$ cat src/design/assert_macros.svh
// Assertion macros shared by the sequencer modules.
// In synthesis builds they expand to nothing.
`ifndef ASSERT_MACROS_SVH
`define ASSERT_MACROS_SVH
`ifndef SYNTHESIS
// Same-cycle implication, checked at every rising edge outside reset.
`define ASSERT_IMP(lbl, clk, rst_n, ante, cons) \
	lbl: assert property (@(posedge clk) disable iff (!rst_n) (ante) |-> (cons)) \
		else $error("assertion failed");
// Next-cycle implication, checked at every rising edge outside reset.
`define ASSERT_NXT(lbl, clk, rst_n, ante, cons) \
	lbl: assert property (@(posedge clk) disable iff (!rst_n) (ante) |=> (cons)) \
		else $error("assertion failed");
`else
`define ASSERT_IMP(lbl, clk, rst_n, ante, cons)
`define ASSERT_NXT(lbl, clk, rst_n, ante, cons)
`endif
`endif

$ cat src/design/sasu_pkg.sv
package sasu_pkg;

	// Frame table depth, fixed by the 4-bit slot and frame fields.
	localparam int MAX_FRAMES = 16;
	localparam int FRAME_W    = 4;
	localparam int COUNT_W    = 5;
	localparam int SPRITE_W   = 16;
	localparam int ACTION_W   = 8;
	localparam int TIME_W     = 16;
	localparam int ACCUM_W    = 20;
	localparam int ENTRY_W    = SPRITE_W + ACTION_W;

	typedef enum logic [2:0] {
		CMD_TICK      = 3'd0,
		CMD_PLAY      = 3'd1,
		CMD_PAUSE     = 3'd2,
		CMD_RESUME    = 3'd3,
		CMD_STOP      = 3'd4,
		CMD_REW_START = 3'd5,
		CMD_REW_END   = 3'd6,
		CMD_LOAD      = 3'd7
	} cmd_t;

	typedef enum logic [1:0] {
		RUN_STOPPED = 2'd0,
		RUN_PLAYING = 2'd1,
		RUN_PAUSED  = 2'd2
	} run_t;

	typedef enum logic [1:0] {
		LOOP_NONE     = 2'd0,
		LOOP_RESTART  = 2'd1,
		LOOP_PINGPONG = 2'd2
	} loop_t;

	typedef enum logic [1:0] {
		CFG_FRAME_COUNT  = 2'd0,
		CFG_FRAME_PERIOD = 2'd1,
		CFG_MAX_CYCLES   = 2'd2
	} cfg_idx_t;

	typedef enum logic [2:0] {
		SEQ_IDLE,
		SEQ_EXEC,
		SEQ_WAIT,
		SEQ_ENTER,
		SEQ_STEP,
		SEQ_STATUS
	} seq_state_t;

	// Commands from the controller to the datapath.
	typedef struct packed {
		logic latch;
		logic exec;
		logic enter;
		logic step;
		logic emit_status;
	} ctl_t;

	// Status from the datapath to the controller.
	typedef struct packed {
		cmd_t cmd;
		logic tick_go;
		logic stopped;
		logic step_ok;
	} sts_t;

endpackage

$ cat src/design/sasu_ram.sv
module sasu_ram #(
	parameter int WIDTH = 8,
	parameter int DEPTH = 16
) (
	input  logic                     clk,
	input  logic                     we,
	input  logic [$clog2(DEPTH)-1:0] waddr,
	input  logic [WIDTH-1:0]         wdata,
	input  logic [$clog2(DEPTH)-1:0] raddr,
	output logic [WIDTH-1:0]         rdata
);

	logic [WIDTH-1:0] mem_q [DEPTH];

	always_ff @(posedge clk) begin
		if (we) begin
			mem_q[waddr] <= wdata;
		end
		rdata <= mem_q[raddr];
	end

endmodule

$ cat src/design/sasu_ctrl.sv
`include "assert_macros.svh"

module sasu_ctrl import sasu_pkg::*; #(
	parameter int MAX_STEPS = 32
) (
	input  logic clk,
	input  logic arst_n,
	input  logic start,
	output logic busy,
	input  sts_t sts,
	output ctl_t ctl
);

	localparam int STEP_W = $clog2(MAX_STEPS + 1);

	seq_state_t state_q, state_d;
	logic [STEP_W-1:0] steps_q;
	logic step_more;

	assign step_more = sts.step_ok && (steps_q != STEP_W'(MAX_STEPS));

	always_comb begin
		state_d = state_q;
		unique case (state_q)
			SEQ_IDLE: begin
				if (start) begin
					state_d = SEQ_EXEC;
				end
			end
			SEQ_EXEC: begin
				if (sts.tick_go) begin
					state_d = SEQ_ENTER;
				end else if (sts.cmd == CMD_LOAD) begin
					state_d = SEQ_WAIT;
				end else begin
					state_d = SEQ_STATUS;
				end
			end
			SEQ_WAIT: state_d = SEQ_STATUS;
			SEQ_ENTER: begin
				state_d = sts.stopped ? SEQ_STATUS : SEQ_STEP;
			end
			SEQ_STEP: begin
				state_d = step_more ? SEQ_ENTER : SEQ_STATUS;
			end
			SEQ_STATUS: state_d = SEQ_IDLE;
			default: state_d = SEQ_IDLE;
		endcase
	end

	always_comb begin
		ctl = '0;
		busy = (state_q != SEQ_IDLE);
		unique case (state_q)
			SEQ_IDLE:   ctl.latch = start;
			SEQ_EXEC:   ctl.exec = 1'b1;
			SEQ_ENTER:  ctl.enter = 1'b1;
			SEQ_STEP:   ctl.step = step_more;
			SEQ_STATUS: ctl.emit_status = 1'b1;
			default: ;
		endcase
	end

	always_ff @(posedge clk or negedge arst_n) begin
		if (!arst_n) begin
			state_q <= SEQ_IDLE;
			steps_q <= '0;
		end else begin
			state_q <= state_d;
			if (state_q == SEQ_EXEC) begin
				steps_q <= '0;
			end else if (ctl.step) begin
				steps_q <= steps_q + STEP_W'(1);
			end
		end
	end

	`ASSERT_IMP(a_steps_bound, clk, arst_n, 1'b1, steps_q <= STEP_W'(MAX_STEPS))
	`ASSERT_NXT(a_step_end, clk, arst_n, state_q == SEQ_STEP && !step_more, state_q == SEQ_STATUS)
	`ASSERT_NXT(a_enter_follows, clk, arst_n, ctl.step, state_q == SEQ_ENTER)

endmodule

$ cat src/design/sasu_dp.sv
`include "assert_macros.svh"

module sasu_dp import sasu_pkg::*; (
	input  logic                clk,
	input  logic                arst_n,
	input  ctl_t                ctl,
	output sts_t                sts,
	input  logic [2:0]          command,
	input  logic [TIME_W-1:0]   delta_time,
	input  logic [1:0]          play_loop,
	input  logic                play_reverse,
	input  logic [FRAME_W-1:0]  frame_slot,
	input  logic [SPRITE_W-1:0] sprite_value,
	input  logic [ACTION_W-1:0] action_value,
	input  logic                cfg_valid,
	input  logic [1:0]          cfg_index,
	input  logic [15:0]         cfg_data,
	output logic                result_valid,
	output logic                kind,
	output logic [FRAME_W-1:0]  action_frame,
	output logic [ACTION_W-1:0] action_code,
	output logic [SPRITE_W-1:0] sprite_index,
	output logic [1:0]          run_state,
	output logic [FRAME_W-1:0]  current_frame,
	output logic                changed,
	output logic                last_result
);

	// Latched item fields.
	cmd_t                cmd_q;
	logic [TIME_W-1:0]   delta_q;
	logic [1:0]          loop_in_q;
	logic                rev_in_q;
	logic [FRAME_W-1:0]  slot_q;
	logic [SPRITE_W-1:0] sprite_q;
	logic [ACTION_W-1:0] action_q;

	// Configuration.
	logic [COUNT_W-1:0] frame_count_q;
	logic [15:0]        frame_period_q;
	logic [15:0]        max_cycles_q;

	// Sequencer state.
	logic [FRAME_W-1:0] cursor_q, cursor_d;
	logic               entered_valid_q, entered_valid_d;
	logic [FRAME_W-1:0] entered_q, entered_d;
	run_t               run_q, run_d;
	loop_t              loop_q, loop_d;
	logic               rev_q, rev_d;
	logic [15:0]        pass_q, pass_d;
	logic [ACCUM_W-1:0] accum_q, accum_d;
	logic               changed_q, changed_d;

	logic [COUNT_W-1:0] nf, ncfg;
	logic [FRAME_W-1:0] last;
	logic [ACCUM_W:0]   accum_sum;
	logic [15:0]        pass_inc;
	logic               pass_limit;
	loop_t              loop_eff;
	logic [ENTRY_W-1:0] rd_entry;
	logic [SPRITE_W-1:0] rd_sprite;
	logic [ACTION_W-1:0] rd_action;
	logic               fire;
	logic               ram_we;

	assign nf   = (frame_count_q > COUNT_W'(MAX_FRAMES)) ? COUNT_W'(MAX_FRAMES) : frame_count_q;
	assign ncfg = (cfg_data[COUNT_W-1:0] > COUNT_W'(MAX_FRAMES)) ? COUNT_W'(MAX_FRAMES)
		: cfg_data[COUNT_W-1:0];
	assign last = FRAME_W'(nf - COUNT_W'(1));

	assign accum_sum  = {1'b0, accum_q} + (ACCUM_W + 1)'(delta_q);
	assign pass_inc   = (pass_q == 16'hFFFF) ? pass_q : pass_q + 16'd1;
	assign pass_limit = (max_cycles_q != 16'd0) && (pass_inc >= max_cycles_q);
	assign loop_eff   = pass_limit ? LOOP_NONE : loop_q;

	assign rd_sprite = rd_entry[ENTRY_W-1:ACTION_W];
	assign rd_action = rd_entry[ACTION_W-1:0];
	assign fire = (!entered_valid_q || entered_q != cursor_q) && (rd_action != '0);
	assign ram_we = ctl.exec && (cmd_q == CMD_LOAD);

	assign sts.cmd     = cmd_q;
	assign sts.tick_go = (cmd_q == CMD_TICK) && (run_q == RUN_PLAYING) && (nf != '0);
	assign sts.stopped = (run_q == RUN_STOPPED);
	assign sts.step_ok = (frame_period_q != 16'd0) && (accum_q >= ACCUM_W'(frame_period_q));

	always_comb begin
		cursor_d        = cursor_q;
		entered_valid_d = entered_valid_q;
		entered_d       = entered_q;
		run_d           = run_q;
		loop_d          = loop_q;
		rev_d           = rev_q;
		pass_d          = pass_q;
		accum_d         = accum_q;
		changed_d       = changed_q;

		if (cfg_valid && cfg_index == CFG_FRAME_COUNT) begin
			if (ncfg == '0) begin
				cursor_d = '0;
			end else if ({1'b0, cursor_q} >= ncfg) begin
				cursor_d = FRAME_W'(ncfg - COUNT_W'(1));
			end
		end

		if (ctl.exec) begin
			changed_d = 1'b0;
			unique case (cmd_q)
				CMD_TICK: begin
					if (run_q == RUN_PLAYING) begin
						changed_d = 1'b1;
						if (nf == '0) begin
							run_d = RUN_STOPPED;
						end else begin
							accum_d = accum_sum[ACCUM_W] ? '1 : accum_sum[ACCUM_W-1:0];
						end
					end
				end
				CMD_PLAY: begin
					run_d           = RUN_STOPPED;
					loop_d          = LOOP_NONE;
					rev_d           = 1'b0;
					entered_valid_d = 1'b0;
					entered_d       = '0;
					pass_d          = '0;
					accum_d         = '0;
					if (nf != '0 && frame_period_q != 16'd0) begin
						case (loop_in_q)
							LOOP_RESTART:  loop_d = LOOP_RESTART;
							LOOP_PINGPONG: loop_d = LOOP_PINGPONG;
							default:       loop_d = LOOP_NONE;
						endcase
						rev_d = rev_in_q;
						run_d = RUN_PLAYING;
					end
				end
				CMD_PAUSE: begin
					if (run_q == RUN_PLAYING) run_d = RUN_PAUSED;
				end
				CMD_RESUME: begin
					if (run_q == RUN_PAUSED) run_d = RUN_PLAYING;
				end
				CMD_STOP:      run_d = RUN_STOPPED;
				CMD_REW_START: cursor_d = '0;
				CMD_REW_END:   cursor_d = (nf != '0) ? last : '0;
				CMD_LOAD: ;
				default: ;
			endcase
		end

		if (ctl.enter && (!entered_valid_q || entered_q != cursor_q)) begin
			entered_valid_d = 1'b1;
			entered_d       = cursor_q;
		end

		if (ctl.step) begin
			accum_d = accum_q - ACCUM_W'(frame_period_q);
			if (!rev_q) begin
				if (cursor_q == last) begin
					pass_d = pass_inc;
					loop_d = loop_eff;
					case (loop_eff)
						LOOP_RESTART: cursor_d = '0;
						LOOP_PINGPONG: begin
							rev_d = 1'b1;
							if (cursor_q != '0) cursor_d = cursor_q - FRAME_W'(1);
						end
						default: run_d = RUN_STOPPED;
					endcase
				end else if (cursor_q < last) begin
					cursor_d = cursor_q + FRAME_W'(1);
				end
			end else begin
				if (cursor_q == '0) begin
					pass_d = pass_inc;
					loop_d = loop_eff;
					case (loop_eff)
						LOOP_RESTART: cursor_d = last;
						LOOP_PINGPONG: begin
							rev_d = 1'b0;
							if (cursor_q < last) cursor_d = cursor_q + FRAME_W'(1);
						end
						default: run_d = RUN_STOPPED;
					endcase
				end else begin
					cursor_d = cursor_q - FRAME_W'(1);
				end
			end
		end
	end

	// The table is read at the cursor's next value, so the registered read
	// data always belongs to the current cursor.
	sasu_ram #(
		.WIDTH(ENTRY_W),
		.DEPTH(MAX_FRAMES)
	) u_table (
		.clk  (clk),
		.we   (ram_we),
		.waddr(slot_q),
		.wdata({sprite_q, action_q}),
		.raddr(cursor_d),
		.rdata(rd_entry)
	);

	always_ff @(posedge clk) begin
		if (ctl.latch) begin
			cmd_q     <= cmd_t'(command);
			delta_q   <= delta_time;
			loop_in_q <= play_loop;
			rev_in_q  <= play_reverse;
			slot_q    <= frame_slot;
			sprite_q  <= sprite_value;
			action_q  <= action_value;
		end
		if (ctl.enter && fire) begin
			kind          <= 1'b0;
			action_frame  <= cursor_q;
			action_code   <= rd_action;
			sprite_index  <= '0;
			run_state     <= '0;
			current_frame <= '0;
			changed       <= 1'b0;
			last_result   <= 1'b0;
		end else if (ctl.emit_status) begin
			kind          <= 1'b1;
			action_frame  <= '0;
			action_code   <= '0;
			sprite_index  <= (nf != '0) ? rd_sprite : '0;
			run_state     <= run_q;
			current_frame <= cursor_q;
			changed       <= changed_q;
			last_result   <= 1'b1;
		end
	end

	always_ff @(posedge clk or negedge arst_n) begin
		if (!arst_n) begin
			frame_count_q   <= '0;
			frame_period_q  <= 16'd1000;
			max_cycles_q    <= '0;
			cursor_q        <= '0;
			entered_valid_q <= 1'b0;
			entered_q       <= '0;
			run_q           <= RUN_STOPPED;
			loop_q          <= LOOP_NONE;
			rev_q           <= 1'b0;
			pass_q          <= '0;
			accum_q         <= '0;
			changed_q       <= 1'b0;
			result_valid    <= 1'b0;
		end else begin
			if (cfg_valid) begin
				unique case (cfg_index)
					CFG_FRAME_COUNT:  frame_count_q  <= cfg_data[COUNT_W-1:0];
					CFG_FRAME_PERIOD: frame_period_q <= cfg_data;
					CFG_MAX_CYCLES:   max_cycles_q   <= cfg_data;
					default: ;
				endcase
			end
			cursor_q        <= cursor_d;
			entered_valid_q <= entered_valid_d;
			entered_q       <= entered_d;
			run_q           <= run_d;
			loop_q          <= loop_d;
			rev_q           <= rev_d;
			pass_q          <= pass_d;
			accum_q         <= accum_d;
			changed_q       <= changed_d;
			result_valid    <= (ctl.enter && fire) || ctl.emit_status;
		end
	end

	`ASSERT_IMP(a_action_nonzero, clk, arst_n, result_valid && !kind, action_code != '0)
	`ASSERT_IMP(a_status_last, clk, arst_n, result_valid, kind == last_result)
	`ASSERT_IMP(a_cursor_range, clk, arst_n, nf != '0, cursor_q <= last)

endmodule

$ cat src/design/sprite_animation_sequencer_unit.sv
// Sprite animation frame sequencer. A command is taken when start is high
// and busy is low; busy then stays high until the command is finished, and
// every command ends with exactly one status result (kind high, last_result
// high). Results appear on the result ports for a single cycle, flagged by
// result_valid, and the receiver cannot stall them, so it must capture every
// transfer in the cycle it is shown. A load passes through an extra wait
// state, and the status of every command is on the result ports in the
// first cycle in which busy is low again. A tick while playing steps over
// at most MAX_STEPS frames, and ends early when a step runs off the end
// and stops the animation: each step moves the cursor in the step state,
// then reads the new frame from the single read port of the frame table
// and fires its action in the enter state. A tick that is refused costs
// as much as a plain command.
// Action results come out in frame order ahead of the status. Configuration
// writes are always ready and should only be made while busy is low and no
// result is still to come.
module sprite_animation_sequencer_unit import sasu_pkg::*; #(
	parameter int MAX_STEPS = 32
) (
	input  logic                clk,
	input  logic                arst_n,
	input  logic                start,
	output logic                busy,
	input  logic [2:0]          command,
	input  logic [TIME_W-1:0]   delta_time,
	input  logic [1:0]          play_loop,
	input  logic                play_reverse,
	input  logic [FRAME_W-1:0]  frame_slot,
	input  logic [SPRITE_W-1:0] sprite_value,
	input  logic [ACTION_W-1:0] action_value,
	input  logic                cfg_valid,
	output logic                cfg_ready,
	input  logic [1:0]          cfg_index,
	input  logic [15:0]         cfg_data,
	output logic                result_valid,
	output logic                kind,
	output logic [FRAME_W-1:0]  action_frame,
	output logic [ACTION_W-1:0] action_code,
	output logic [SPRITE_W-1:0] sprite_index,
	output logic [1:0]          run_state,
	output logic [FRAME_W-1:0]  current_frame,
	output logic                changed,
	output logic                last_result
);

	ctl_t ctl;
	sts_t sts;

	// Registers are plain flops, so a write is always taken at once.
	assign cfg_ready = 1'b1;

	// The controller sequences execute, enter and step phases; the step
	// counter that caps frames per tick lives there.
	sasu_ctrl #(
		.MAX_STEPS(MAX_STEPS)
	) u_ctrl (
		.clk   (clk),
		.arst_n(arst_n),
		.start (start),
		.busy  (busy),
		.sts   (sts),
		.ctl   (ctl)
	);

	// The datapath holds the frame table, the playback state, the time
	// accumulator and the result register.
	sasu_dp u_dp (
		.clk          (clk),
		.arst_n       (arst_n),
		.ctl          (ctl),
		.sts          (sts),
		.command      (command),
		.delta_time   (delta_time),
		.play_loop    (play_loop),
		.play_reverse (play_reverse),
		.frame_slot   (frame_slot),
		.sprite_value (sprite_value),
		.action_value (action_value),
		.cfg_valid    (cfg_valid && cfg_ready),
		.cfg_index    (cfg_index),
		.cfg_data     (cfg_data),
		.result_valid (result_valid),
		.kind         (kind),
		.action_frame (action_frame),
		.action_code  (action_code),
		.sprite_index (sprite_index),
		.run_state    (run_state),
		.current_frame(current_frame),
		.changed      (changed),
		.last_result  (last_result)
	);

endmodule

$ cat config.mk
export PLATFORM = sky130hd
export DESIGN_NAME = sprite_animation_sequencer_unit
export DESIGN_NICKNAME = d
export VERILOG_FILES = /design/src/design/sasu_pkg.sv /design/src/design/sasu_ram.sv /design/src/design/sasu_ctrl.sv /design/src/design/sasu_dp.sv /design/src/design/sprite_animation_sequencer_unit.sv
export VERILOG_INCLUDE_DIRS = /design/src /design/src/design
export SDC_FILE = /design/constraint.sdc
export NUM_CORES = 1
export LEC_CHECK = 0
export ABC_AREA = 0
export BUFFER_PORTS_ARGS = -buffer_cell sky130_fd_sc_hd__buf_4
export CAP_MARGIN = 15
export CORE_MARGIN = 8
export CORE_UTILIZATION = 45
export DETAILED_ROUTE_END_ITERATION = 10
export PLACE_DENSITY = 0.73
export SYNTH_ARGS = -nofsm -noshare
export SYNTH_HDL_FRONTEND = slang
export SYNTH_HIERARCHICAL = 1
export SYNTH_SLANG_ARGS = --single-unit
$ cat constraint.sdc
create_clock -name clk -period 6.35 [get_ports clk]
set_clock_uncertainty 0.05 [all_clocks]
set_input_delay 0.3175 -clock clk [delete_from_list [all_inputs] [get_ports clk]]
set_output_delay 0.3175 -clock clk [all_outputs]
set_load 0.03 [all_outputs]
==> impl_summary.txt <==
----------------------------------------------------
[Layout]
  Most frequent standard cell in the layout excluding fill and tap cells ... edfxtp_1
  Nets ... just over 2k
  Final cell area excluding filler cells ... about 30000 um^2
  Fraction of final layout cells sized beyond drive strength 1 ... a little under a quarter
  Area growth from synthesis to final layout ... 19.1%
  Inserted Diodes ... 0
  Commonest non-fill, non-tap cells in the layout ... 446 x edfxtp_1, 155 x buf_4, 107 x nand2_1

[Global routing]
  Global-route congestion overflow total ... 0
  First-pass GRT wire length ... 96800 um
  Initial antenna violation count ... 0
  Vias in the first global route ... 16.3k
  Pin count of the biggest net entering global routing ... 57
  Overall Global Routing Usage ... about a fifth

[Routing]
  Highest routed metal layer ... met4
  Routed length per placed instance ... 23.1 um
  Via count of the routed design ... 16.0k
  Number of DRC violations after detailed-routing iteration 0 ... roughly 1.4k
  Met2 routed WL ... around 32000 um
  Wire length reported by the detailed router ... about 63000 um
  Total DRC errors in the routed layout ... 0
  Routed wl met3 ... 4840 um
  DR pass1 iterations ... 5
  Post-detailed-route count of antenna-violating nets ... 0
  Detailed-routing wirelength on met1 ... 25000 um
  Post-DR vias/cell ... 5.83

[Yosys]
  Mapped Cells ... around 1.7k
  Synth async-reset ratio ... 16.6%
  Distinct cell type count of the synthesized netlist ... slightly below 90
  Most area-consuming cells after synthesis ... edfxtp_1 52%, dfrtp_1 9.0%, mux4_2 8.4%
  Sequential cell area fraction in the yosys report ... around two thirds
  Register bit count reported by yosys ... 592
  Net count after synthesis ... roughly 1.9k
  EDFF count, synth ... roughly 450
  Synthesis warning total ... 6
  Summed instance area of the synthesized netlist ... between 20000 and 30000 um^2
  Average cell area after synthesis ... between 10 and 15 um^2
  Library cell with the largest summed area after synthesis ... edfxtp_1
  Top flip-flop cell by instance count after synthesis ... edfxtp_1
  Proportion of netlist area held by the largest area contributor ... a little over half

[Clock network]
  Number of buffers created by CTS ... between 60 and 70
  Number of buffers on the longest clock path ... 3
  Clock-pin transition on the worst setup and hold timing paths ... approximately 0.06 ns
  TritonCTS sink count ... roughly 600
  CTS root buf ... clkbuf_16
  H-tree lvl count ... 2
  Insertion delay to the later sink of the worst-skew pair ... roughly 0.62 ns
  TritonCTS clock tree ... done

[STA]
  Worst slew margin relative to its limit ... around 27%
  Final Cycle Share ... approximately 95%
  Timing-limited maximum frequency ... about 170 MHz
  Total count of hold-check failures in the final report ... 0
  Worst Setup Slack, final ... between 0.3 and 0.4 ns
  Setup repair after global routing missed its margin ... false
  Slew Limit Fails ... 0
  Slew of the pin with the lowest slew margin ... approximately 1.1 ns
  Number of failing setup endpoints in the final timing report ... 0
  Crit path time final ... 6.03 ns
  Worst hold slack ... around 0.14 ns

[Pwr]
  Power per cell area ... between 400 and 500 nW/um^2
  Highest ir drop seen on vdd ... 0.276 mV
  Sum of internal, switching and leakage power ... 14700 uW
  Pleak ... approximately 0.011 uW

[Die]
  Die area ... ~65000 um^2
  I/O pin cnt ... 112
  Die height ... 255 um
  Horizontal extent of the die ... 255 um
  Core Box Area ... approximately 56000 um^2
  FP Rows ... 87
  Initial cell density of the core ... approximately 46%

[Status]
  Outcome ... complete, no violations

[Placement]
  Instance area after placement ... ~28000 um^2
  Post-Place Setup Slack ... -0.143 ns
  Post-DP HPWL ... between 30000 and 40000 um
  RD Place Congestion ... approximately 0.9
  Total of buffers placed on input and output ports ... 110

[Critical path]
  Most used cell, CP ... buf_4
  Arr. time, crit path ... 6.52 ns
  Endpoint type of the worst setup path ... register
  Critical path type ... reg -> reg
  Max stage delay cell, worst path ... nor2_4
  Req. time, crit path ... 6.84 ns
  Longest individual stage delay on the worst path ... ~0.79 ns
  Worst Setup Start Kind ... register
  Crit-path max FO ... 24

[Worst hold path]
  Kind of path behind the tightest hold check ... in -> reg

[Flow run]
  Max-cap violations ... 0

----------------------------------------------------
==> worst paths after layout <==
check | startpoint | end | slack (ns) | cells past startpoint
worst max register to register | u_dp/pass_q[1] | u_dp/u_table/rdata[22] | 0.32 | 27
worst min register to register | u_dp/u_table/rdata[8] | u_dp/sprite_index[0] | 0.42 | 2
max in group asynchronous | arst_n | u_dp/pass_q[7] | 4.83 | 3
worst max-delay path | u_dp/pass_q[1] | u_dp/u_table/rdata[22] | 0.32 | 27
min in group asynchronous | arst_n | u_dp/accum_q[10] | 0.19 | 2
worst min-delay path | cfg_index[1] | u_dp/frame_count_q[1] | 0.14 | 3
==> flip-flops by register name, indices dropped and copies added (netlist names), 16 cells and up <==
signal,count
u_dp/frame_period_q,16
u_dp/u_table/rdata,24
u_dp/max_cycles_q,16
u_dp/accum_q,20
u_dp/delta_q,16
u_dp/sprite_q,16
u_dp/sprite_index,16
u_dp/u_table/mem_q,384
u_dp/pass_q,16
==> power by group <==
group          total, uW  leakage [uW]  internal (uW)  switching [uW]
Clock               3800       0.00104           2310            1490
Combinational       5680       0.00457           2670            3010
Sequential          5240       0.00564           4730             513
Total              14700        0.0112           9710            5010
==> per-stage QoR <==
step	std cells	utilization, %	TNS, ns
floorplan	1723	-	0
finish	2746	54.3	0
CTS	2734	54.0	0
global route	2746	54.3	0
detailed placement	2549	48.9	-2.22
global placement	2549	48.9	-0.489
==> per-layer routing <==
metal	GRT usage (%)	vias to the layer above
met3	3.30	146
met4	5.25	0
met2	33.9	695
met5	0	-
met1	24.8	8049
li1	-	7117
==> cells by family after synthesis <==
group / Yosys count / synth area share, %
XOR/XNOR: 48 / 1.64
other: 1 / 0.0146
AO/OA/AOI/OAI: 323 / 8.30
AND/OR/NAND/NOR: 404 / 8.06
adder cells (fa/ha/maj): 70 / 3.46
multiplexers: 146 / 10.6
buffers and inverters: 139 / 2.50
flip-flops: 592 / 65.4
==> cells in the mapped netlist (7+ instances only) <==
cell type and number:
nand3_1 46, o21a_1 11, nand3b_1 7, a22oi_1 54, mux2i_1 7, a21o_1 21
mux4_2 96, xor2_1 22, dfrtp_1 92, edfxtp_1 446, a211oi_1 11, and3_1 16
mux2_2 41, and2_1 20, buf_2 21, o211ai_1 16, a31oi_1 14, dfxtp_1 48
nor2b_1 13, nor3_1 27, o21ai_0 66, o21ai_1 8, buf_6 8, xnor2_1 26
nor2_1 73, nand4_1 13, nand2_1 107, inv_1 54, clkbuf_1 45, a21oi_1 68
nand2b_1 38, ha_1 67, nor4_1 14
==> area by class of cell <==
type                    count  area, um^2
clock inverters            39         517
clock buffers              76        1630
multi-input cells         993        8420
well taps                 756         946
fillers                  4431       25800
inverters                  57         214
repair buffers            233        2060
flip-flops and latches    592       16800
==> worst max-delay path: cells and delay by family, from the launching register on <==
kind / cells / cell delay (ns)
AO/OA/AOI/OAI: 8 / 1.56
adder cells (fa/ha/maj): 3 / 0.72
XOR/XNOR: 1 / 0.12
buffers and inverters: 5 / 0.78
AND/OR/NAND/NOR: 10 / 2.31
flip-flops: 1 / 0.40
==> timing repair <==
action                                  4_1_cts  5_1_grt
endpoints found under the setup margin       22       24
pin swaps                                     2        3
gates cloned                                  1        1
resized for setup                             4       16
hold buffers                                 68        0
endpoints found under the hold margin       130        0
setup buffers                                 1       11
Note: power is estimated with default switching activity, not from simulation.
